$ cat config.mk
export PLATFORM = sky130hd
export DESIGN_NAME = iis_queue
export DESIGN_NICKNAME = d
export VERILOG_FILES = /design/src/sv/iis_queue.sv
export VERILOG_INCLUDE_DIRS = /design/src /design/src/sv
export SDC_FILE = /design/constraint.sdc
export NUM_CORES = 1
export LEC_CHECK = 0
export ABC_AREA = 1
export BUFFER_PORTS_ARGS = -buffer_cell sky130_fd_sc_hd__buf_4
export CAP_MARGIN = 20
export CORE_UTILIZATION = 60
export CTS_CLUSTER_SIZE = 14
export DETAILED_ROUTE_END_ITERATION = 6
export GPL_ROUTABILITY_DRIVEN = 1
export GPL_TIMING_DRIVEN = 1
export PLACE_DENSITY_LB_ADDON = 0.15
export SYNTH_ARGS = -nofsm -noshare
export SYNTH_HDL_FRONTEND = slang
export SYNTH_SLANG_ARGS = --single-unit
$ cat constraint.sdc
create_clock -name clk -period 5.7 [get_ports clk]
set_input_delay 0.285 -clock clk [delete_from_list [all_inputs] [get_ports clk]]
set_output_delay 0.285 -clock clk [all_outputs]
set_load 0.01 [all_outputs]
$ cat src/sv/integral_image_stream_core_assert.svh
// assertion macros for the integral image core
`ifndef INTEGRAL_IMAGE_STREAM_CORE_ASSERT_SVH
`define INTEGRAL_IMAGE_STREAM_CORE_ASSERT_SVH

`ifndef SYNTH
`define IIS_ASSERT(label, clk, rst_n, prop) \
    label: assert property (@(posedge clk) disable iff (!rst_n) prop) \
        else $error("iis assertion failed");
`define IIS_NEVER(label, clk, rst_n, prop) \
    label: assert property (@(posedge clk) disable iff (!rst_n) !(prop)) \
        else $error("iis forbidden condition seen");
`else
`define IIS_ASSERT(label, clk, rst_n, prop)
`define IIS_NEVER(label, clk, rst_n, prop)
`endif

`endif

$ cat src/sv/iis_queue.sv
`timescale 1ns / 1ps
`include "integral_image_stream_core_assert.svh"

module iis_queue #(
    parameter int DATA_W = 45,
    parameter int DEPTH  = 4
) (
    input  logic              clk,
    input  logic              rst_n,
    input  logic              push,
    input  logic [DATA_W-1:0] push_data,
    output logic              ready,
    input  logic              pop,
    output logic              head_valid,
    output logic [DATA_W-1:0] head_data
);

    localparam int PTR_W = (DEPTH > 1) ? $clog2(DEPTH) : 1;
    localparam int CNT_W = $clog2(DEPTH + 1);

    logic [DATA_W-1:0] slot_reg [DEPTH];
    logic [PTR_W-1:0]  wr_ptr_reg, wr_ptr_next;
    logic [PTR_W-1:0]  rd_ptr_reg, rd_ptr_next;
    logic [CNT_W-1:0]  count_reg, count_next;
    logic              do_pop;

    assign ready      = count_reg != CNT_W'(DEPTH);
    assign head_valid = count_reg != '0;
    assign head_data  = slot_reg[rd_ptr_reg];
    assign do_pop     = pop && head_valid;

    always_comb
    begin
        wr_ptr_next = wr_ptr_reg;
        rd_ptr_next = rd_ptr_reg;
        count_next  = count_reg;
        if (push)
        begin
            wr_ptr_next = (wr_ptr_reg == PTR_W'(DEPTH - 1)) ? '0 : wr_ptr_reg + PTR_W'(1);
        end
        if (do_pop)
        begin
            rd_ptr_next = (rd_ptr_reg == PTR_W'(DEPTH - 1)) ? '0 : rd_ptr_reg + PTR_W'(1);
        end
        if (push && !do_pop)
        begin
            count_next = count_reg + CNT_W'(1);
        end
        else if (!push && do_pop)
        begin
            count_next = count_reg - CNT_W'(1);
        end
    end

    always_ff @(posedge clk or negedge rst_n)
    begin
        if (!rst_n)
        begin
            wr_ptr_reg <= '0;
            rd_ptr_reg <= '0;
            count_reg  <= '0;
        end
        else
        begin
            wr_ptr_reg <= wr_ptr_next;
            rd_ptr_reg <= rd_ptr_next;
            count_reg  <= count_next;
        end
    end

    always_ff @(posedge clk)
    begin
        if (push)
        begin
            slot_reg[wr_ptr_reg] <= push_data;
        end
    end

    `IIS_NEVER(a_no_overflow, clk, rst_n, push && !ready)
    `IIS_NEVER(a_count_range, clk, rst_n, count_reg > CNT_W'(DEPTH))

endmodule

==> results of run 1 <==
==> how the worst max path moves through the flow <==
stage                          end  slack, ns
global placement      head_data[1]       3.16
floorplan           slot_reg[0][0]       3.76
global route          head_data[6]       2.62
finish                head_data[6]       2.80
detailed placement    head_data[1]       3.02
CTS                   head_data[1]       2.55
==> placed cells by master, fill, tap and decap left out, types with 2 or more instances in the layout <==
master,synthesis,final
buf_4,6,101
clkbuf_16,0,17
clkinv_1,0,7
clkinv_2,0,6
dfrtp_1,7,5
edfxtp_1,180,180
ha_1,6,6
inv_1,102,98
inv_2,1,5
nand2_1,151,151
nand3_1,5,5
nor2_1,2,2
o211ai_1,82,82
o211ai_2,8,8
o21ai_0,3,3
==> routing by layer <==
| layer | GRT usage | share of wire | routed length [um] | vias up |
|---|---|---|---|---|
| met5 | 0 | 0 | 0 | - |
| met4 | 0.114 | 0.020 | 281 | 0 |
| met3 | 0.0517 | 0.054 | 749 | 24 |
| met2 | 0.378 | 0.51 | 7080 | 140 |
| met1 | 0.279 | 0.42 | 5800 | 2172 |
| li1 | - | - | - | 2186 |
==> report_power, final <==
part | internal [mW] | switching [mW]
Sequential | 1.77 | 0.110
Combinational | 0.603 | 0.909
Clock | 0.584 | 0.449
==> final cells by class <==
class,count,area (um^2),area share
tap,168,210,0.0235
clock buffer,18,429,0.0480
sequential,187,5590,0.625
clock inverter,14,86.3,0.00966
multi-input combinational,260,1440,0.161
timing repair buffer,103,796,0.0891
inverter,103,387,0.0433
==> per-stage QoR <==
step           utilization  setup slack [ns]
2_1_floorplan            -              3.76
3_3_place_gp         0.683              3.16
3_5_place_dp         0.683              3.02
4_1_cts              0.726              2.55
5_1_grt              0.729              2.62
6_report             0.729              2.80
==> cells by family (layout without fill, tap and decap cells) <==
family | Yosys count | after routing | synth area share
compound gates | 93 | 93 | 0.0950
xor+xnor | 1 | 1 | 0.00114
fa+ha+maj | 7 | 7 | 0.0124
buf+inv | 132 | 238 | 0.0869
flops | 187 | 187 | 0.726
simple gates | 159 | 159 | 0.0788
==> worst max-delay path: cells and delay by family, from the launching register on <==
family | cells | cell delay (ns)
AO/OA/AOI/OAI | 1 | 0.12
AND/OR/NAND/NOR | 2 | 0.23
buffers and inverters | 3 | 1.06
flip-flops | 1 | 0.73
==> impl_metrics.ini, run 1 <==
[layout]
fin_area_mm2 = 0.00893
layout.cells.non_filler = 853
fin_nets = 728
largest_reg_flops = 180
n_fill_cell = 826
drive_above_1_share = 0.206
n_antenna_cell = 0
syn_to_final_growth_pct = 16.2

[critical_path]
r2r-end = slot_reg[0][24]
cp.required_ns = 5.41
crit_fanout = 73
rr_startpoint = wr_ptr_reg[0]
start_kind = flop
r2r_slack_ns = 3.78
reg2reg_depth = 5
slowest_stage = dfrtp_4
slowest_delay_ns = 0.73
crit_chain = buf_16 -> buf_4 -> nand2_1 -> o211ai_1 -> nand2_1 -> buf_4
critPathLaunch = rd_ptr_reg[0]
end_kind = output pin
cp.arrival_ns = 2.62
crit_type = reg2out

[timing]
finalCritPeriodShare = 0.509
finClkSkew_ns = 0.00594
worst_pin_slew_ns = 0.908
hold_viol = 0
maxSlewViolCount = 0
setup_violations = 0
clock.fmax_mhz = 345
post-route-min-period_ns = 2.90
max_slew_margin = 0.394
whs_ns = 0.0560
fin_setup_tns_ns = 0
rsz0062_at_grt = no

[clocking]
clockRootBuffer = clkbuf_16
clk_pin_slew_ns = 0.06
clock-sinks = 187
insertion_delay_ns = 0.42
cts_buffer_depth = 2
post_cts_resized = 0
post_cts_buffers = 0
ctsHoldBuffers = 1
cts_buffers = 17
cts_max_level = 4
cts_tree = yes

[power]
total_power_mw = 4.42
p_leak_nw = 3.61
power-per-cell-area_mw_per_mm2 = 495
irDropWorstVdd_mv = 0.384

[yosys]
synthMostInstantiatedCell = edfxtp_1
synth_edf_count = 180
ys.flop_type = edfxtp_1
synth_warnings = 0
synth_seq_cells = 187
yosysTopAreaCell = edfxtp_1
synthTopCellsByCount = edfxtp_1 (180), nand2_1 (151), inv_1 (102)
synth_top_area_frac = 0.703
postSynthCellCount = 579
synth_cell_type_count = 18
syn_nets = 635
synthArstFlopShare = 0.0374
synth_area_leaders = edfxtp_1 (70%), o211ai_1 (8.0%), nand2_1 (7.4%)
syn_area_per_cell_um2 = 13.3
synth_seq_area_share = 0.726
synthesis.area_mm2 = 0.00769

[routing]
drc = 0
drt_iter0_markers = 331
drtPass1Iterations = 6
ant_nets = 0
wl_per_cell_um = 16.3
num_vias = 4522
drt_wl_total_um = 13900
drt-vias-per-instance = 5.30

[global_routing]
grt_antenna_before_repair = 0
gr-total-overflow = 0
first_global_vias = 4503
track_usage = 0.226
grt_max_degree = 117
grt_pass1_wl_um = 21600

[floorplan]
pin_count = 96
die_w_um = 115
die-area_mm2 = 0.0133
core-area_mm2 = 0.0123
die_h_um = 115
num_rows = 40
start_util = 0.627

[place]
dpl_cell_area_mm2 = 0.00838
hpwlAfterDp_um = 8150
io_buffers = 95
place_congestion = 0.704
dp.cells = 819

[job]
cap_viol_max_count = 0

[worst_hold_path]
min_to = slot_reg[3][15]
hp-class = in2reg
hp-start = push_data[15]
hold_depth = 1

[run_status]
status = finished, final reports clean
Note: power is estimated with default switching activity, not from simulation.
==> run 2, diff against run 1 <==
Settings changed: CORE_UTILIZATION 60 to 58.
Clock period 5.7 ns to 2.7 ns, I/O delays scaled along.
==> impl_metrics.ini, run 2 (synthesis results as in run 1) <==
[run_status]
status = finished, final reports clean

[place]
pre_cts_slack_ns = 0.831
dpl_cell_area_mm2 = 0.00847
place_congestion = 0.753
hpwlAfterDp_um = 8320
io_buffers = 95

[global_routing]
gr-total-overflow = 0
grt_pass1_wl_um = 21900
first_global_vias = 4482
track_usage = 0.221
grt_max_degree = 63
grt_antenna_before_repair = 0

[timing]
fin_setup_tns_ns = 0
setup_violations = 0
finalCritPeriodShare = 0.804
clock.fmax_mhz = 461
post-route-min-period_ns = 2.17
maxSlewViolCount = 0
hold_viol = 0
worst_pin_slew_ns = 0.901
rsz0062_at_grt = no
max_slew_margin = 0.399
finClkSkew_ns = 0.00503
setup_ws_ns = 0.529

[layout]
syn_to_final_growth_pct = 24.0
fin_area_mm2 = 0.00953
largest_reg_flops = 180
fin_nets = 778
drive_above_1_share = 0.204
layout_common_cells = edfxtp_1 (180), nand2_1 (151), buf_4 (101)
n_fill_cell = 784
n_antenna_cell = 0
layout_commonest_cell = edfxtp_1

[floorplan]
die-area_mm2 = 0.0137
num_rows = 41
die_h_um = 117
pin_count = 96
core-area_mm2 = 0.0128
die_w_um = 117
start_util = 0.602

[clocking]
clockRootBuffer = clkbuf_16
clock-sinks = 187
clk_pin_slew_ns = 0.07
cts_max_level = 4
cts_buffer_depth = 2
insertion_delay_ns = 0.43
cts_buffers = 17
post_cts_buffers = 0
cts_tree = yes

[critical_path]
cp.required_ns = 2.57
start_kind = flop
cp.arrival_ns = 2.04
crit_fanout = 46
end_kind = output pin
crit_type = reg2out

[routing]
drc = 0
ant_nets = 0
drt_wl_total_um = 14300
drt_iter0_markers = 316
drt-met1-wl_um = 6110
wl_met2_um = 7220
wl_per_cell_um = 15.7
drtPass1Iterations = 5
drt-vias-per-instance = 5.14
route.met3.wl_um = 684
num_vias = 4658
top_layer_used = met4

[power]
p_leak_nw = 3.85
total_power_mw = 9.71
power-per-cell-area_mw_per_mm2 = 1020
irDropWorstVdd_mv = 0.805

[job]
cap_viol_max_count = 0

[worst_hold_path]
hp-class = in2async
## run 2: routing by layer
| metal | vias up | track usage |
|---|---|---|
| met5 | - | 0 |
| met4 | 0 | 0.0903 |
| met3 | 22 | 0.0499 |
| met2 | 122 | 0.378 |
| met1 | 2222 | 0.276 |
| li1 | 2292 | - |
## run 2: cell type report
| cell class | count | area, um^2 | share of cell area |
|---|---|---|---|
| inverter | 103 | 387 | 0.0406 |
| multi-input combinational | 260 | 1440 | 0.151 |
| clock inverter | 15 | 163 | 0.0171 |
| timing repair buffer | 153 | 1320 | 0.138 |
| clock buffer | 17 | 425 | 0.0446 |
| sequential | 187 | 5590 | 0.586 |
| tap | 172 | 215 | 0.0226 |
## run 2: stage by stage
step | hold WS [ns] | instances | util
finish | 0.0538 | 907 | 0.746
detailed placement | -0.0453 | 827 | 0.663
CTS | 0.0341 | 907 | 0.746
global placement | -0.0485 | 827 | 0.663
global route | 0.0638 | 907 | 0.746
floorplan | -0.161 | 579 | -
## run 2: worst paths after layout
check                         startpoint         endpoint  slack [ns]  cells after the start
setup / recovery           rd_ptr_reg[0]    head_data[35]        0.53                      5
hold / removal                     rst_n    rd_ptr_reg[0]        0.05                      2
setup reg to reg           wr_ptr_reg[0]  slot_reg[2][11]        0.86                      5
hold reg to reg             count_reg[2]     count_reg[2]        0.54                      2
max in group asynchronous          rst_n    rd_ptr_reg[0]        2.51                      2
min in group clk           push_data[40]  slot_reg[3][40]        0.45                      2
## run 2: report_power, final
group	switching [mW]	internal, mW	leakage [nW]
logic	1.91	1.36	1.83
clock network	1.09	1.38	0.285
registers	0.236	3.73	1.74
## run 2: critical path, stage by stage (launching register included)
cell and delay [ns]:
dfrtp_4 0.76, buf_4 0.39, nand2_1 0.11, o211ai_1 0.11, nand2_1 0.08, buf_4 0.15
## run 2: timing repair
| item | 4_1_cts | 5_1_grt |
|---|---|---|
| hold buffers | 48 | 0 |
| hold endpoints to repair | 191 | 0 |
| resized for setup | 0 | 0 |
==> run 3, diff against run 2 <==
Settings changed: ABC_AREA 1 to 0, CORE_UTILIZATION 58 to 51.
Clock period 2.7 ns to 1.94 ns, I/O delays scaled along.
==> impl_metrics.ini, run 3 <==
[critical_path]
r2r-end = count_reg[2]
slowest_delay_ns = 0.55
crit_chain = buf_12 -> mux4_2 -> buf_6
start_kind = flop
slowest_stage = mux4_2
cp.arrival_ns = 1.83
crit_fanout = 12
reg2reg_depth = 8
cp.required_ns = 1.84
rr_startpoint = count_reg[1]
r2r_slack_ns = 0.04
crit_type = reg2out
end_kind = output pin

[power]
power-per-cell-area_mw_per_mm2 = 1440
p_leak_nw = 3.23
irDropWorstVdd_mv = 0.857
total_power_mw = 13.3

[yosys]
synthTopCellsByCount = edfxtp_1 (180), mux4_2 (45), dfrtp_1 (7)
synth_area_leaders = edfxtp_1 (78%), mux4_2 (15%), dfrtp_1 (2.5%)
synth_seq_area_share = 0.807
synth_seq_cells = 187
synthMostInstantiatedCell = edfxtp_1
synth_edf_count = 180
syn_nets = 329
synth_top_area_frac = 0.782
synthesis.area_mm2 = 0.00691
postSynthCellCount = 273
synth_cell_type_count = 17
synthArstFlopShare = 0.0374
syn_area_per_cell_um2 = 25.3
synth_warnings = 0
ys.flop_type = edfxtp_1
yosysTopAreaCell = edfxtp_1

[routing]
drt-vias-per-instance = 5.20
num_vias = 3309
drtPass1Iterations = 4
ant_nets = 0
drc = 0
wl_per_cell_um = 18.8
drt_wl_total_um = 12000
drt_iter0_markers = 212

[global_routing]
track_usage = 0.187
grt_antenna_before_repair = 1
grt_max_degree = 31
first_global_vias = 3557
grt_pass1_wl_um = 18800
gr-total-overflow = 0

[floorplan]
core-area_mm2 = 0.0132
start_util = 0.522
die_w_um = 118
die-area_mm2 = 0.0140
die_h_um = 118
pin_count = 96
num_rows = 42

[timing]
worst_pin_slew_ns = 0.344
setup_violations = 0
max_slew_margin = 0.771
hold_viol = 0
clock.fmax_mhz = 518
rsz0062_at_grt = yes
whs_ns = 0.0192
post-route-min-period_ns = 1.93
maxSlewViolCount = 0
finalCritPeriodShare = 0.996
finClkSkew_ns = 0.00436

[layout]
fin_area_mm2 = 0.00923
ff_latch_area_mm2 = 0.00559
largest_reg_flops = 180
layout_commonest_cell = edfxtp_1
layout_common_cells = edfxtp_1 (180), buf_4 (84), dlygate4sd3_1 (47)
drive_above_1_share = 0.442
fin_nets = 502
n_fill_cell = 842
syn_to_final_growth_pct = 33.6
multi_input_area_mm2 = 0.00127

[clocking]
clk_pin_slew_ns = 0.06
clock-sinks = 187
insertion_delay_ns = 0.42
cts_max_level = 4
cts_buffer_depth = 2
clockRootBuffer = clkbuf_16
cts_buffers = 17
cts_tree = yes

[place]
hpwlAfterDp_um = 7330
place_congestion = 0.750
io_buffers = 95
dpl_cell_area_mm2 = 0.00805

[run_status]
status = finished, final reports clean

[job]
cap_viol_max_count = 0

[worst_hold_path]
hp-class = in2async
[run 3: cell types whose count changed after synthesis, sizes merged, moves of 3 or more]
cell / before / now
nand2: 151 / 4
inv: 103 / 3
o211ai: 90 / 0
mux4: 0 / 45
buf: 28 / 10
nand3: 5 / 0
and2: 0 / 4
mux2: 0 / 3
[run 3: per-layer routing]
metal | wire length (um) | global-route usage | part of all wire | vias to the layer above
met5 | 0 | 0 | 0 | -
met4 | 104 | 0.0617 | 0.0087 | 0
met3 | 521 | 0.0584 | 0.044 | 9
met2 | 6330 | 0.318 | 0.53 | 81
met1 | 5010 | 0.230 | 0.42 | 1720
li1 | - | - | - | 1499
[run 3: per-stage QoR]
step,instances,setup TNS [ns],setup slack (ns),util
floorplan,273,0,0.0136,-
global placement,552,0,0.0482,0.608
detailed placement,552,-0.0320,-0.0320,0.608
CTS,635,-0.0474,-0.0190,0.691
global route,636,-0.260,-0.0495,0.697
finish,636,0,0.00813,0.697
[run 3: worst max path at each step]
stage                        startpoint            end  cells after the start
after floorplan            count_reg[1]   count_reg[2]                      8
after CTS                 rd_ptr_reg[0]   head_data[1]                      3
after detailed placement   count_reg[1]   count_reg[2]                      8
after global routing       count_reg[1]   count_reg[2]                      8
final                     rd_ptr_reg[0]  head_data[35]                      3
after global placement     count_reg[1]   count_reg[2]                      8
[run 3: final cells by class]
cell class / count / share of cell area
multi-input combinational: 73 / 0.138
timing repair buffer: 164 / 0.168
antenna: 1 / 0.000271
inverter: 3 / 0.00122
clock buffer: 19 / 0.0469
sequential: 187 / 0.605
tap: 176 / 0.0238
clock inverter: 13 / 0.0164
[run 3: critical path, delay by kind of cell (launching register included)]
kind	cells	cell delay [ns]
buffers and inverters	2	0.33
flip-flops	1	0.53
multiplexers	1	0.55
[run 3: logic make-up after synthesis]
group / share of synthesized area
xor gates and xnor gates: 0.00380
buffers and inverters: 0.0128
muxes: 0.151
and+or+nand+nor: 0.00959
AOI/OAI and AO/OA: 0.00145
DFF: 0.807
adders and majority gates: 0.0138
[run 3: power by group]
group / switching, mW / internal [mW]
sequential: 0.221 / 5.20
clock: 1.36 / 2.01
combinational: 1.94 / 2.54
total: 3.53 / 9.74
[run 3: what timing repair did]
| item | 4_1_cts | 5_1_grt |
|---|---|---|
| endpoints found under the hold margin | 189 | 0 |
| buffers inserted | 4 | 0 |
| setup endpoints to repair | 45 | 19 |
| pin swaps | 2 | 0 |
| hold buffers | 47 | 0 |
| resized for setup | 4 | 24 |
