`src/sv/integral_image_stream_core_assert.svh`:
```
// assertion macros for the integral image core
`ifndef INTEGRAL_IMAGE_STREAM_CORE_ASSERT_SVH
`define INTEGRAL_IMAGE_STREAM_CORE_ASSERT_SVH

`ifndef SYNTH
`define IIS_ASSERT(label, clk, rst_n, prop) \
    label: assert property (@(posedge clk) disable iff (!rst_n) prop) \
        else $error("iis assertion failed");
`define IIS_NEVER(label, clk, rst_n, prop) \
    label: assert property (@(posedge clk) disable iff (!rst_n) !(prop)) \
        else $error("iis forbidden condition seen");
`else
`define IIS_ASSERT(label, clk, rst_n, prop)
`define IIS_NEVER(label, clk, rst_n, prop)
`endif

`endif

```
`src/sv/iis_pkg.sv`:
```
`timescale 1ns / 1ps

package iis_pkg;

    localparam int SUM_W       = 32;
    localparam int WIDTH_W     = 12;
    localparam int HEIGHT_W    = 16;
    localparam int ROW_W       = 16;
    localparam int CFG_DATA_W  = 16;
    localparam int CFG_IDX_W   = 1;
    localparam int QUEUE_DEPTH = 4;

    localparam logic [CFG_IDX_W-1:0] REG_IMAGE_WIDTH  = 1'd0;
    localparam logic [CFG_IDX_W-1:0] REG_IMAGE_HEIGHT = 1'd1;

    localparam logic [WIDTH_W-1:0]  WIDTH_RESET  = 12'd640;
    localparam logic [HEIGHT_W-1:0] HEIGHT_RESET = 16'd480;

    typedef struct packed {
        logic first_row;
        logic frame_last;
    } iis_flags_t;

endpackage

```
`src/sv/iis_front.sv`:
```
`timescale 1ns / 1ps
`include "integral_image_stream_core_assert.svh"

module iis_front
    import iis_pkg::*;
#(
    parameter int MAX_WIDTH  = 2048,
    parameter int PIXEL_BITS = 16,
    parameter int COL_W      = 11
) (
    input  logic                  clk,
    input  logic                  rst_n,
    input  logic                  cfg_write,
    input  logic [CFG_IDX_W-1:0]  cfg_index,
    input  logic [CFG_DATA_W-1:0] cfg_data,
    input  logic                  accept,
    input  logic [PIXEL_BITS-1:0] pixel_value,
    output logic [SUM_W-1:0]      push_sum,
    output logic [COL_W-1:0]      push_col,
    output iis_flags_t            push_flags
);

    logic [WIDTH_W-1:0]  width_reg;
    logic [HEIGHT_W-1:0] height_reg;
    logic [COL_W-1:0]    col_reg, col_next;
    logic [ROW_W-1:0]    row_reg, row_next;
    logic [SUM_W-1:0]    rowsum_reg, rowsum_next;
    logic [SUM_W-1:0]    width_last;
    logic [HEIGHT_W-1:0] height_last;
    logic [SUM_W-1:0]    sum_new;
    logic                last_col;
    logic                last_row;

    // last column and row index, zero sizes act as one, widths beyond MAX_WIDTH as MAX_WIDTH
    always_comb
    begin
        if (width_reg == '0)
        begin
            width_last = '0;
        end
        else if (SUM_W'(width_reg) > SUM_W'(MAX_WIDTH))
        begin
            width_last = SUM_W'(MAX_WIDTH) - SUM_W'(1);
        end
        else
        begin
            width_last = SUM_W'(width_reg) - SUM_W'(1);
        end
        height_last = (height_reg == '0) ? '0 : height_reg - HEIGHT_W'(1);
    end

    assign last_col = SUM_W'(col_reg) >= width_last;
    assign last_row = row_reg >= height_last;
    assign sum_new  = rowsum_reg + SUM_W'(pixel_value);

    always_comb
    begin
        col_next    = col_reg;
        row_next    = row_reg;
        rowsum_next = rowsum_reg;
        if (accept)
        begin
            if (last_col)
            begin
                col_next    = '0;
                rowsum_next = '0;
                row_next    = last_row ? '0 : row_reg + ROW_W'(1);
            end
            else
            begin
                col_next    = col_reg + COL_W'(1);
                rowsum_next = sum_new;
            end
        end
    end

    always_ff @(posedge clk or negedge rst_n)
    begin
        if (!rst_n)
        begin
            width_reg  <= WIDTH_RESET;
            height_reg <= HEIGHT_RESET;
            col_reg    <= '0;
            row_reg    <= '0;
            rowsum_reg <= '0;
        end
        else
        begin
            if (cfg_write && cfg_index == REG_IMAGE_WIDTH)
            begin
                width_reg <= cfg_data[WIDTH_W-1:0];
            end
            if (cfg_write && cfg_index == REG_IMAGE_HEIGHT)
            begin
                height_reg <= cfg_data[HEIGHT_W-1:0];
            end
            col_reg    <= col_next;
            row_reg    <= row_next;
            rowsum_reg <= rowsum_next;
        end
    end

    assign push_sum              = sum_new;
    assign push_col              = col_reg;
    assign push_flags.first_row  = (row_reg == '0);
    assign push_flags.frame_last = last_col && last_row;

    `IIS_ASSERT(a_row_end_clears, clk, rst_n,
        accept && last_col |=> col_reg == '0 && rowsum_reg == '0)

endmodule

```
`config.mk`:
```
export PLATFORM = sky130hd
export DESIGN_NAME = iis_front
export DESIGN_NICKNAME = d
export VERILOG_FILES = /design/src/sv/iis_pkg.sv /design/src/sv/iis_front.sv
export VERILOG_INCLUDE_DIRS = /design/src /design/src/sv
export SDC_FILE = /design/constraint.sdc
export NUM_CORES = 1
export LEC_CHECK = 0
export ABC_AREA = 1
export CAP_MARGIN = 5
export CORE_ASPECT_RATIO = 1.75
export CORE_MARGIN = 10
export CORE_UTILIZATION = 65
export DETAILED_ROUTE_END_ITERATION = 10
export DONT_BUFFER_PORTS = 1
export PLACE_DENSITY = 0.84
export SLEW_MARGIN = 25
export SYNTH_ARGS = -nofsm -noshare
export SYNTH_HDL_FRONTEND = slang
export SYNTH_SLANG_ARGS = --single-unit
export TNS_END_PERCENT = 100
```
`constraint.sdc`:
```
create_clock -name clk -period 8.95 [get_ports clk]
set_input_delay 0.895 -clock clk [delete_from_list [all_inputs] [get_ports clk]]
set_output_delay 0.895 -clock clk [all_outputs]
set_load 0.01 [all_outputs]
```
==> metrics, run 1 <==
Crit path max-delay family simple AND/OR/NAND/NOR gates; final hold violations 0; DR iter-0 viols 368; first-pass GRT wire length 30.7 mm; routed via count 6,559; Total GRT Usage 24.1%; layout cells sized above 1 4.07%; synthesized area 6910 sq um; critical path type flop to output port; Main synth FF type dfrtp_1; Largest register FFs 32; Post-CTS Hold Buffers 0; IO Port Bufs 0; crit-path max cell delay 0.47 ns; TritonCTS clock tree built; Rel. slew slack between 40% and 50%; Critical Path End Type output port; Initial Util 66.7%; r2r worst-path depth 18; drt drc 0; worst hold-check path type primary input to asynchronous set/reset pin; Overflow after GRT 0; unrepaired setup endpoints after global routing false; MaxCap Viol Count 0; vias per cell 5.66; Placer Congestion 1.00; top cell type's share of synthesized area between 20% and 30%; post-synthesis instance total 1,040; Worst-Margin Slew between 0.8 and 0.9 ns; Rows 49; CTS H-tree lvls 3; startpoint types flop; WL met2 approximately 9.9 mm; clk_skew 0.00854 ns; Post-Route WL around 18 mm; register clock-pin slew on the reported worst setup and hold paths 0.07 ns; slowest CP cell nand3_1; Total Nets Final 1,113; synthesized area per cell ~6.6 sq um; IO Pins 82; Leak Pwr 0.00384 uW; stages on the worst setup path 17; placed cells around 1.1k; post-cts sizing count 0; Worst Path Arrival about 3.8 ns; met3 routed WL slightly below 1 mm; Pre-antenna DRT Iters 6; initial antenna violation count 0; area of the core 10,400 sq um; period utilization a little over half; final period demand of the worst path 4.72 ns; CTS Buf Count 9; count of final setup violators 0; die area 15,300 sq um; Die Wd 97.9 microns; setup bufs post-CTS 0; outcome completed; cell area power density 236 nW/um^2; met1 WL 6.53 mm; vias in the first global route 6,432; Critical Path RT 8.06 ns; Total Power approximately 1700 uW; Final Non-Filler Cells approximately 1.2k; Synth Register Bits 87; clk buf depth 2; EDFF count, synth 0; Synth cell types 37; n_diodes 0; crit-path max FO 17; crit path cell chain nor2_1, nand2_1, nor4_1, nand2_1, nor2_1, nand2_1, nor2_1, nand2_1, nand2_1, nand3_1, ha_1, nand4_1, nor2_1, nand3_1, nand3_1, inv_1, nor2_1; Seq/Total Area, Yosys 31.6%; Bufs and invs on worst path 1; async set-reset flop share out of synthesis 100%; clk_lat worst skew 0.35 ns; Peak VDD IR 0.000242 V; remaining antenna violation count 0; Max Slew Vio Count 0; die height 156 microns; Post-DP HPWL 14.2 mm; highest metal used met4; Fmax 0.212 GHz; CTS root buf clkbuf_16; Area Overhead vs Synth 4.42%; largest net degree at the start of global routing 88; Synth area leader dfrtp_1; total negative slack 0 ns; Synth area leaders dfrtp_1 29%, nand2_1 19%, ha_1 8.9%, nand3_1 7.5%, inv_1 6.6%; Syn Nets 1,127; TritonCTS Sinks 87; drt wl/cell 15.9 microns; Ys Warns 0
## synthesized netlist by cell type, types with 3 or more instances
cell type,n
nand3_1,104
buf_2,5
xnor2_1,11
inv_1,122
ha_1,49
o21a_1,3
o21ai_0,40
o211ai_1,4
xor2_1,30
dfrtp_1,81
o21bai_1,4
buf_6,4
clkbuf_1,15
nand4_1,20
nand2_1,343
nor2_1,110
or2_2,10
nor4_1,8
nor3_1,17
dfstp_2,6
a21oi_1,30
and2_1,3
## report_power, final
group | total [uW] | internal, uW | switching, uW
combinational | 769 | 251 | 518
sequential | 579 | 477 | 103
clock | 356 | 190 | 166
total | 1700 | 917 | 787
## routing by layer
| layer | track usage (%) | vias up |
|---|---|---|
| met5 | 0 | - |
| met1 | 23.3 | 3022 |
| li1 | - | 3298 |
| met4 | 14.0 | 0 |
| met2 | 45.2 | 179 |
| met3 | 5.38 | 60 |
## path summary, 6_finish.rpt
| kind | from | end | slack [ns] |
|---|---|---|---|
| worst max-delay path | height_reg[2] | push_flags[0] | 4.23 |
| worst min-delay path | rst_n | height_reg[14] | 0.24 |
| worst max register to register | height_reg[2] | row_reg[7] | 5.31 |
| worst min register to register | rowsum_reg[4] | rowsum_reg[4] | 0.49 |
| max in group asynchronous | rst_n | width_reg[9] | 8.51 |
| min in group clk | rowsum_reg[4] | rowsum_reg[4] | 0.49 |
## layout make-up
cell class                 instances  area, sq um
clock buffer                      10          229
clock inverter                     6         43.8
fill                             920         3150
inverter                         125          469
multi-input combinational        802         4120
sequential                        87         2180
tap                              127          159
timing repair buffer               1         7.51
## layout by cell type (no fill, tap or decap), drive strengths merged, types with 10 or more instances in the layout
cell type and count:
dfrtp 81, nand3 106, inv 126, nor2 112, a21oi 30, nand2 344
nor3 18, nand4 20, or2 11, o21ai 40, xor2 30, xnor2 11
clkbuf 10, ha 49
## stage by stage
step | cell area (sq um) | utilization (%) | hold WS [ns] | setup WS, ns
floorplan | 6910 | - | 0.453 | 5.16
global placement | 6940 | 67.0 | 0.467 | 4.91
detailed placement | 6940 | 67.0 | 0.474 | 4.69
CTS | 7210 | 69.6 | 0.233 | 4.29
global route | 7210 | 69.6 | 0.226 | 3.90
finish | 7210 | 69.6 | 0.237 | 4.23
## kinds of logic (layout without fill, tap and decap cells)
| group | count (synthesis) | count (layout) | synth area share (%) |
|---|---|---|---|
| AOI/OAI and AO/OA | 83 | 83 | 6.49 |
| xor gates and xnor gates | 41 | 41 | 5.20 |
| adders and majority gates | 50 | 50 | 9.17 |
| buffers and inverters | 151 | 142 | 8.73 |
| DFF | 87 | 87 | 31.6 |
| muxes | 2 | 2 | 0.326 |
| and+or+nand+nor | 626 | 626 | 38.5 |
Power figures use the tool's default switching activity.
==> inputs of run 2 (changes only) <==
==> constraint.sdc (replaced) <==
create_clock -name clk -period 4.65 [get_ports clk]
set_input_delay 0.465 -clock clk [delete_from_list [all_inputs] [get_ports clk]]
set_output_delay 0.465 -clock clk [all_outputs]
set_load 0.01 [all_outputs]
==> run 2 against run 1 <==
Sequential power grew 92%. Largest power group unchanged. Power grew 98%. Sequential share of layout area shrank 0.29 points. Cell count grew 0.17%. First-iteration DRC count shrank 14%. Combinational power grew 95%. Flip-flop and latch count is the same. Clock skew shrank 0.0032 ns. Highest routed layer unchanged. Setup slack lost 3.5 ns. Critical endpoint unchanged.
==> metrics, run 2 (synthesis results as in run 1) <==
outcome completed; worst r2r src width_reg[0]; IO Pins 82 (unchanged); Critical Path End Type output port; Critical Path RT 4.18 ns (-3.88 ns); unrepaired setup endpoints after global routing false; crit-path max cell delay 0.43 ns (-0.04 ns); Total GRT Usage 23.8% (-0.29 points); register clock-pin slew on the reported worst setup and hold paths 0.07 ns (about the same); die height 156 microns (unchanged); clk buf depth 2 (unchanged); reg2reg end push_col[3]; crit path to push_flags[0]; CTS root buf clkbuf_16; area of the core 10,400 sq um (unchanged); MaxCap Viol Count 0 (unchanged); DR iter-0 viols 315 (-14%); Total Power 3380 uW (+98%); Largest register FFs 32 (unchanged); period utilization a little over four fifths; Peak VDD IR 0.000373 V (+54%); Post-DP HPWL 14.1 mm (-0.60%); critical path type flop to output port; count of final setup violators 0 (unchanged); final hold violations 0 (unchanged); crit-path max FO 17 (unchanged); first-pass GRT wire length 30.3 mm (-1.1%); total negative slack 0 ns (unchanged); startpoint types flop; Final Non-Filler Cells 1,160 (+0.17%); Place WS 1.13 ns (-3.56 ns); cell area power density 464 nW/um^2 (+96%); TritonCTS clock tree built; Initial Util 66.7% (unchanged); placed cells 1,143 (+0.088%); drt wl/cell 15.7 microns (-0.97%); clk_skew 0.00531 ns (-0.00323 ns); die area 15,300 sq um (unchanged); CTS H-tree lvls 3 (unchanged); Post-Route WL 18.2 mm (-0.80%); r2r setup slk 1.38 ns (-3.93 ns); IO Port Bufs 0 (unchanged); CP startpoint height_reg[2]; largest net degree at the start of global routing 88 (unchanged); vias in the first global route 6,619 (+2.9%); remaining antenna violation count 0 (unchanged); final worst setup slack 0.709 ns (-3.53 ns); initial antenna violation count 0 (unchanged); Die Wd 97.9 microns (unchanged); Pre-antenna DRT Iters 5 (-1); Worst-Margin Slew 0.845 ns (+0.0163 ns); Worst Path Arrival 3.48 ns (-0.34 ns); most frequent cells in the layout 343 x nand2_1, 122 x inv_1, 110 x nor2_1, 104 x nand3_1, 81 x dfrtp_1; Placer Congestion 0.993 (-1.1%); Rel. slew slack 43.6% (-1.1 points); most common cell after layout, fill and taps aside nand2_1; Area Overhead vs Synth 5.43%; TritonCTS Sinks 87 (unchanged); crit path cell chain nor2_1, nand2_1, nor4_1, nand2_1, nor2_1, nand2_1, nor2_1, nand2_1, nand2_1, nand3_1, ha_1, nand4_1, nor2_1, nand3_1, nand3_1, buf_4, inv_1, nor2_1; Rows 49 (unchanged); clk_lat worst skew 0.35 ns (about the same); layout cells sized above 1 4.26% (+0.19 points); drt drc 0 (unchanged); worst hold-check path type primary input to asynchronous set/reset pin; vias per cell 5.67 (about the same); Max Slew Vio Count 0 (unchanged); routed via count 6,573 (+0.21%); n_diodes 0 (unchanged); Fmax 0.254 GHz; setup bufs post-CTS 0 (unchanged); slowest CP cell dfrtp_1; Fillers 916 (-0.43%); r2r worst-path depth 17 (-1); Overflow after GRT 0 (unchanged); final period demand of the worst path 3.94 ns; Total Nets Final 1,115 (+0.18%); Final Util 70.3% (+0.68 points); Leak Pwr 0.00387 uW (+0.76%); CTS Buf Count 9 (unchanged)
[run 2: cell count changes in the layout (fill, tap and decap cells not counted)]
cell,delta
bufinv_16,+1
clkinvlp_4,+1
inv_6,-1
clkbuf_8,+1
inv_8,+1
buf_4,+1
clkinv_4,-1
clkinv_2,-2
buf_16,+1
[run 2: area by class of cell]
cell class              instances  area, sq um  area share, %
clock buffers                  11          243           3.33
clock inverters                 5         65.1          0.893
inverters                     125          469           6.44
multi-input cells             802         4120           56.6
flip-flops and latches         87         2180           30.0
well taps                     127          159           2.18
repair buffers                  3         42.5          0.584
[run 2: worst min path at each step]
stage               startpoint              to  slack, ns  depth (start not counted)
detailed placement       rst_n  height_reg[12]       0.17                          0
finish                   rst_n  height_reg[12]       0.02                          1
floorplan                rst_n   height_reg[0]       0.17                          0
global placement         rst_n  height_reg[13]       0.17                          0
CTS                      rst_n  height_reg[13]       0.04                          1
global route             rst_n  height_reg[13]       0.05                          1
[run 2: power breakdown]
group	internal (uW)	switching [uW]	total (uW)	leakage, uW
combinational	487	1020	1500	0.00262
sequential	917	195	1110	0.00111
clock	437	326	763	0.000144
total	1840	1540	3380	0.00387
[run 2: through the flow]
stage,hold WS [ns],instance area (sq um)
after CTS,0.0412,7280
after floorplan,0.169,6910
after detailed placement,0.174,6950
after global placement,0.173,6950
after global routing,0.0517,7280
final,0.0241,7280
[run 2: critical path, delay by kind of cell (launching register included)]
family,cells,cell delay [ns]
AND/OR/NAND/NOR,15,2.09
flip-flops,1,0.43
adder cells (fa/ha/maj),1,0.32
buffers and inverters,2,0.28
[run 2: routing by layer]
metal / vias to the layer above / routed length (microns) / GRT usage, %
met3: 73 / 943 / 4.37
li1: 3309 / - / -
met4: 0 / 1060 / 15.8
met2: 215 / 9850 / 45.1
met1: 2976 / 6390 / 22.4
met5: - / 0 / 0
[run 2: timing repair]
item	4_1_cts	5_1_grt
resized for setup	0	0
endpoints found under the hold margin	87	0
hold buffers	1	0
==> inputs of run 3 (changes only) <==
--- a/config.mk
+++ b/config.mk
@@ -6,7 +6,7 @@
 export SDC_FILE = /design/constraint.sdc
 export NUM_CORES = 1
 export LEC_CHECK = 0
-export ABC_AREA = 1
+export ABC_AREA = 0
 export CAP_MARGIN = 5
 export CORE_ASPECT_RATIO = 1.75
 export CORE_MARGIN = 10
==> constraint.sdc (replaced) <==
create_clock -name clk -period 3.8 [get_ports clk]
set_input_delay 0.38 -clock clk [delete_from_list [all_inputs] [get_ports clk]]
set_output_delay 0.38 -clock clk [all_outputs]
set_load 0.01 [all_outputs]
==> run 3 against run 2 <==
The run now ends with negative setup slack left. Power rose by 12%. Clock skew increased by 0.0017 ns. Clock power up 18%. Clock-buffer cell count is 2 lower. First-iteration DRC count up 2.9%. Via count is 16% lower. Non-clock buffer count increased by 24. Sequential power up 19%. Register-to-register slack worse by 1.5 ns. Die area is 9.0% lower. Flip-flop and latch count is the same. Core utilization up 5.6 points.
==> metrics, run 3 <==
Worst Path Arrival 3.50 ns (+0.02 ns); Largest register FFs 32 (unchanged); total negative slack -0.396 ns (-0.396 ns); Peak VDD IR 0.000596 V (+60%); Ys Warns 0 (unchanged); most frequent cells in the layout 81 x dfrtp_1, 66 x nand2_1, 60 x nor2_1, 40 x ha_1, 34 x a21oi_1; remaining antenna violation count 0 (unchanged); Final Util 75.8% (+5.6 points); Area Overhead vs Synth 15.0%; IO Pins 82 (unchanged); startpoint types flop; Critical Path End Type output port; n_diodes 0 (unchanged); placed cells 808 (-29%); Worst-Margin Slew 0.699 ns (-0.146 ns); area of the core 9350 sq um (-9.8%); Post-Route WL 17.4 mm (-4.4%); most common cell after layout, fill and taps aside dfrtp_1; EDFF count, synth 0 (unchanged); drt wl/cell 20.8 microns (+32%); Synth area leaders dfrtp_1 33%, ha_1 9.9%, nand2_1 4.6%, mux2_2 4.6%, xnor2_1 4.4%; vias in the first global route 5,678 (-14%); Place WS 0.0419 ns (-1.09 ns); final hold violations 0 (unchanged); Synth cell types 57 (+54%); IO Port Bufs 0 (unchanged); top cell type's share of synthesized area 32.9% (+3.5 points); Total GRT Usage 24.3% (+0.48 points); Synth top cells by count 81 x dfrtp_1, 76 x nand2_1, 62 x nor2_1; async set-reset flop share out of synthesis 100% (unchanged); synthesized area 6170 sq um (-11%); unrepaired setup endpoints after global routing true; die height 149 microns (-4.8%); outcome complete, but fails checks; period utilization 102%; CTS Buf Count 9 (unchanged); Fmax 0.258 GHz; count of final setup violators 6 (+6); post-synthesis instance total 700 (-33%); vias per cell 6.58 (+16%); Main synth FF type dfrtp_1; register clock-pin slew on the reported worst setup and hold paths 0.07 ns (about the same); TritonCTS Sinks 87 (unchanged); Leak Pwr 0.00311 uW (-20%); final worst setup slack -0.0834 ns (-0.792 ns); critical path type flop to output port; Final Non-Filler Cells 839 (-28%); clk_lat worst skew 0.34 ns (about the same); worst hold-check path type primary input to flop; clk_skew 0.00699 ns (+0.00168 ns); Synth Register Bits 87 (unchanged); synthesized area per cell 8.81 sq um (+33%); routed via count 5,517 (-16%); Pre-antenna DRT Iters 5 (unchanged); Seq/Total Area, Yosys 35.4% (+3.8 points); TritonCTS clock tree built; Placer Congestion 0.903 (-9.1%); drt drc 0 (unchanged); Initial Util 66.0% (-0.69 points); DR iter-0 viols 324 (+2.9%); final period demand of the worst path 3.88 ns; cell area power density 535 nW/um^2 (+15%); Die Wd 93.6 microns (-4.4%); Syn Nets 787 (-30%); first-pass GRT wire length 27.3 mm (-10%); crit-path max FO 7 (-10); Total Nets Final 799 (-28%); MaxCap Viol Count 0 (unchanged); Synth area leader dfrtp_1; initial antenna violation count 0 (unchanged); Max Slew Vio Count 0 (unchanged); Rel. slew slack 53.2% (+9.6 points); Post-DP HPWL 12.3 mm (-13%); CTS root buf clkbuf_16; largest net degree at the start of global routing 88 (unchanged); CTS H-tree lvls 3 (unchanged); clk buf depth 2 (unchanged); die area 13,900 sq um (-9.0%); failing checks negative setup slack; most common cell in the synthesized netlist dfrtp_1; Critical Path RT 3.42 ns (-0.76 ns); layout cells sized above 1 18.4% (+14 points); Overflow after GRT 0 (unchanged); Rows 47 (-4.1%)
-- run 3: cell families (layout without fill, tap and decap cells) --
family	count (synthesis)	in the layout	synth area share, %
AND/OR/NAND/NOR	255	255	19.7
AO/OA/AOI/OAI	167	167	17.4
flip-flops	87	87	35.4
XOR/XNOR	60	60	8.52
adder cells (fa/ha/maj)	51	51	10.4
buffers and inverters	50	67	3.18
multiplexers	30	30	5.38
-- run 3: through the flow --
| stage | cell area (sq um) | hold WS (ns) | power [uW] |
|---|---|---|---|
| 2_1_floorplan | 6170 | 0.0844 | 2480 |
| 3_3_place_gp | 6300 | 0.0880 | 2750 |
| 3_5_place_dp | 6310 | 0.0881 | 2810 |
| 4_1_cts | 6900 | 0.123 | 3780 |
| 5_1_grt | 7090 | 0.129 | 4040 |
| 6_report | 7090 | 0.131 | 3790 |
-- run 3: final timing paths --
check,startpoint,end,slack (ns),cells past startpoint
hold reg to reg,rowsum_reg[5],rowsum_reg[5],0.51,1
min in group asynchronous,rst_n,row_reg[12],0.57,2
setup / recovery,height_reg[11],push_flags[0],-0.08,14
hold / removal,accept,push_col[0],0.13,1
max in group asynchronous,rst_n,height_reg[8],2.79,2
setup reg to reg,height_reg[11],row_reg[15],-0.08,18
-- run 3: area by class of cell --
| type | count | area, sq um |
|---|---|---|
| sequential | 87 | 2180 |
| tap | 122 | 153 |
| clock inverter | 7 | 77.6 |
| timing repair buffer | 27 | 289 |
| fill | 621 | 2260 |
| multi-input combinational | 563 | 4070 |
| clock buffer | 9 | 225 |
| inverter | 24 | 92.6 |
-- run 3: power by group --
group / leakage [uW] / total, uW / internal [uW] / switching, uW
combinational: 0.00187 / 1570 / 632 / 942
sequential: 0.00109 / 1320 / 1100 / 215
clock: 0.000147 / 902 / 516 / 386
-- run 3: critical path, cell delays in order (launching register included) --
cell and delay [ns]:
dfrtp_1 0.40, or4_4 0.58, nor4_4 0.18, inv_2 0.07, or3_4 0.43, buf_8 0.17
nand2_4 0.06, ha_4 0.14, nand4_1 0.13, o211ai_1 0.30, nor2_1 0.12, a21oi_2 0.29
inv_4 0.06, nor2_4 0.12, buf_6 0.11
-- run 3: repair_timing --
| action | 4_1_cts | 5_1_grt |
|---|---|---|
| endpoints found under the setup margin | 3 | 21 |
| hold endpoints to repair | 87 | 0 |
| pin swaps | 15 | 15 |
| gates resized for setup | 34 | 37 |
| buffers inserted | 8 | 4 |
| cloned | 1 | 1 |
| hold buffers | 2 | 0 |
-- run 3: metal layers --
metal	wire, microns	vias to the layer above	track usage [%]	part of all wire [%]
met5	0	-	0	0
met3	1360	83	6.91	7.8
li1	-	2537	-	-
met1	5700	2670	23.7	33
met4	1050	0	15.3	6.0
met2	9320	227	43.3	53
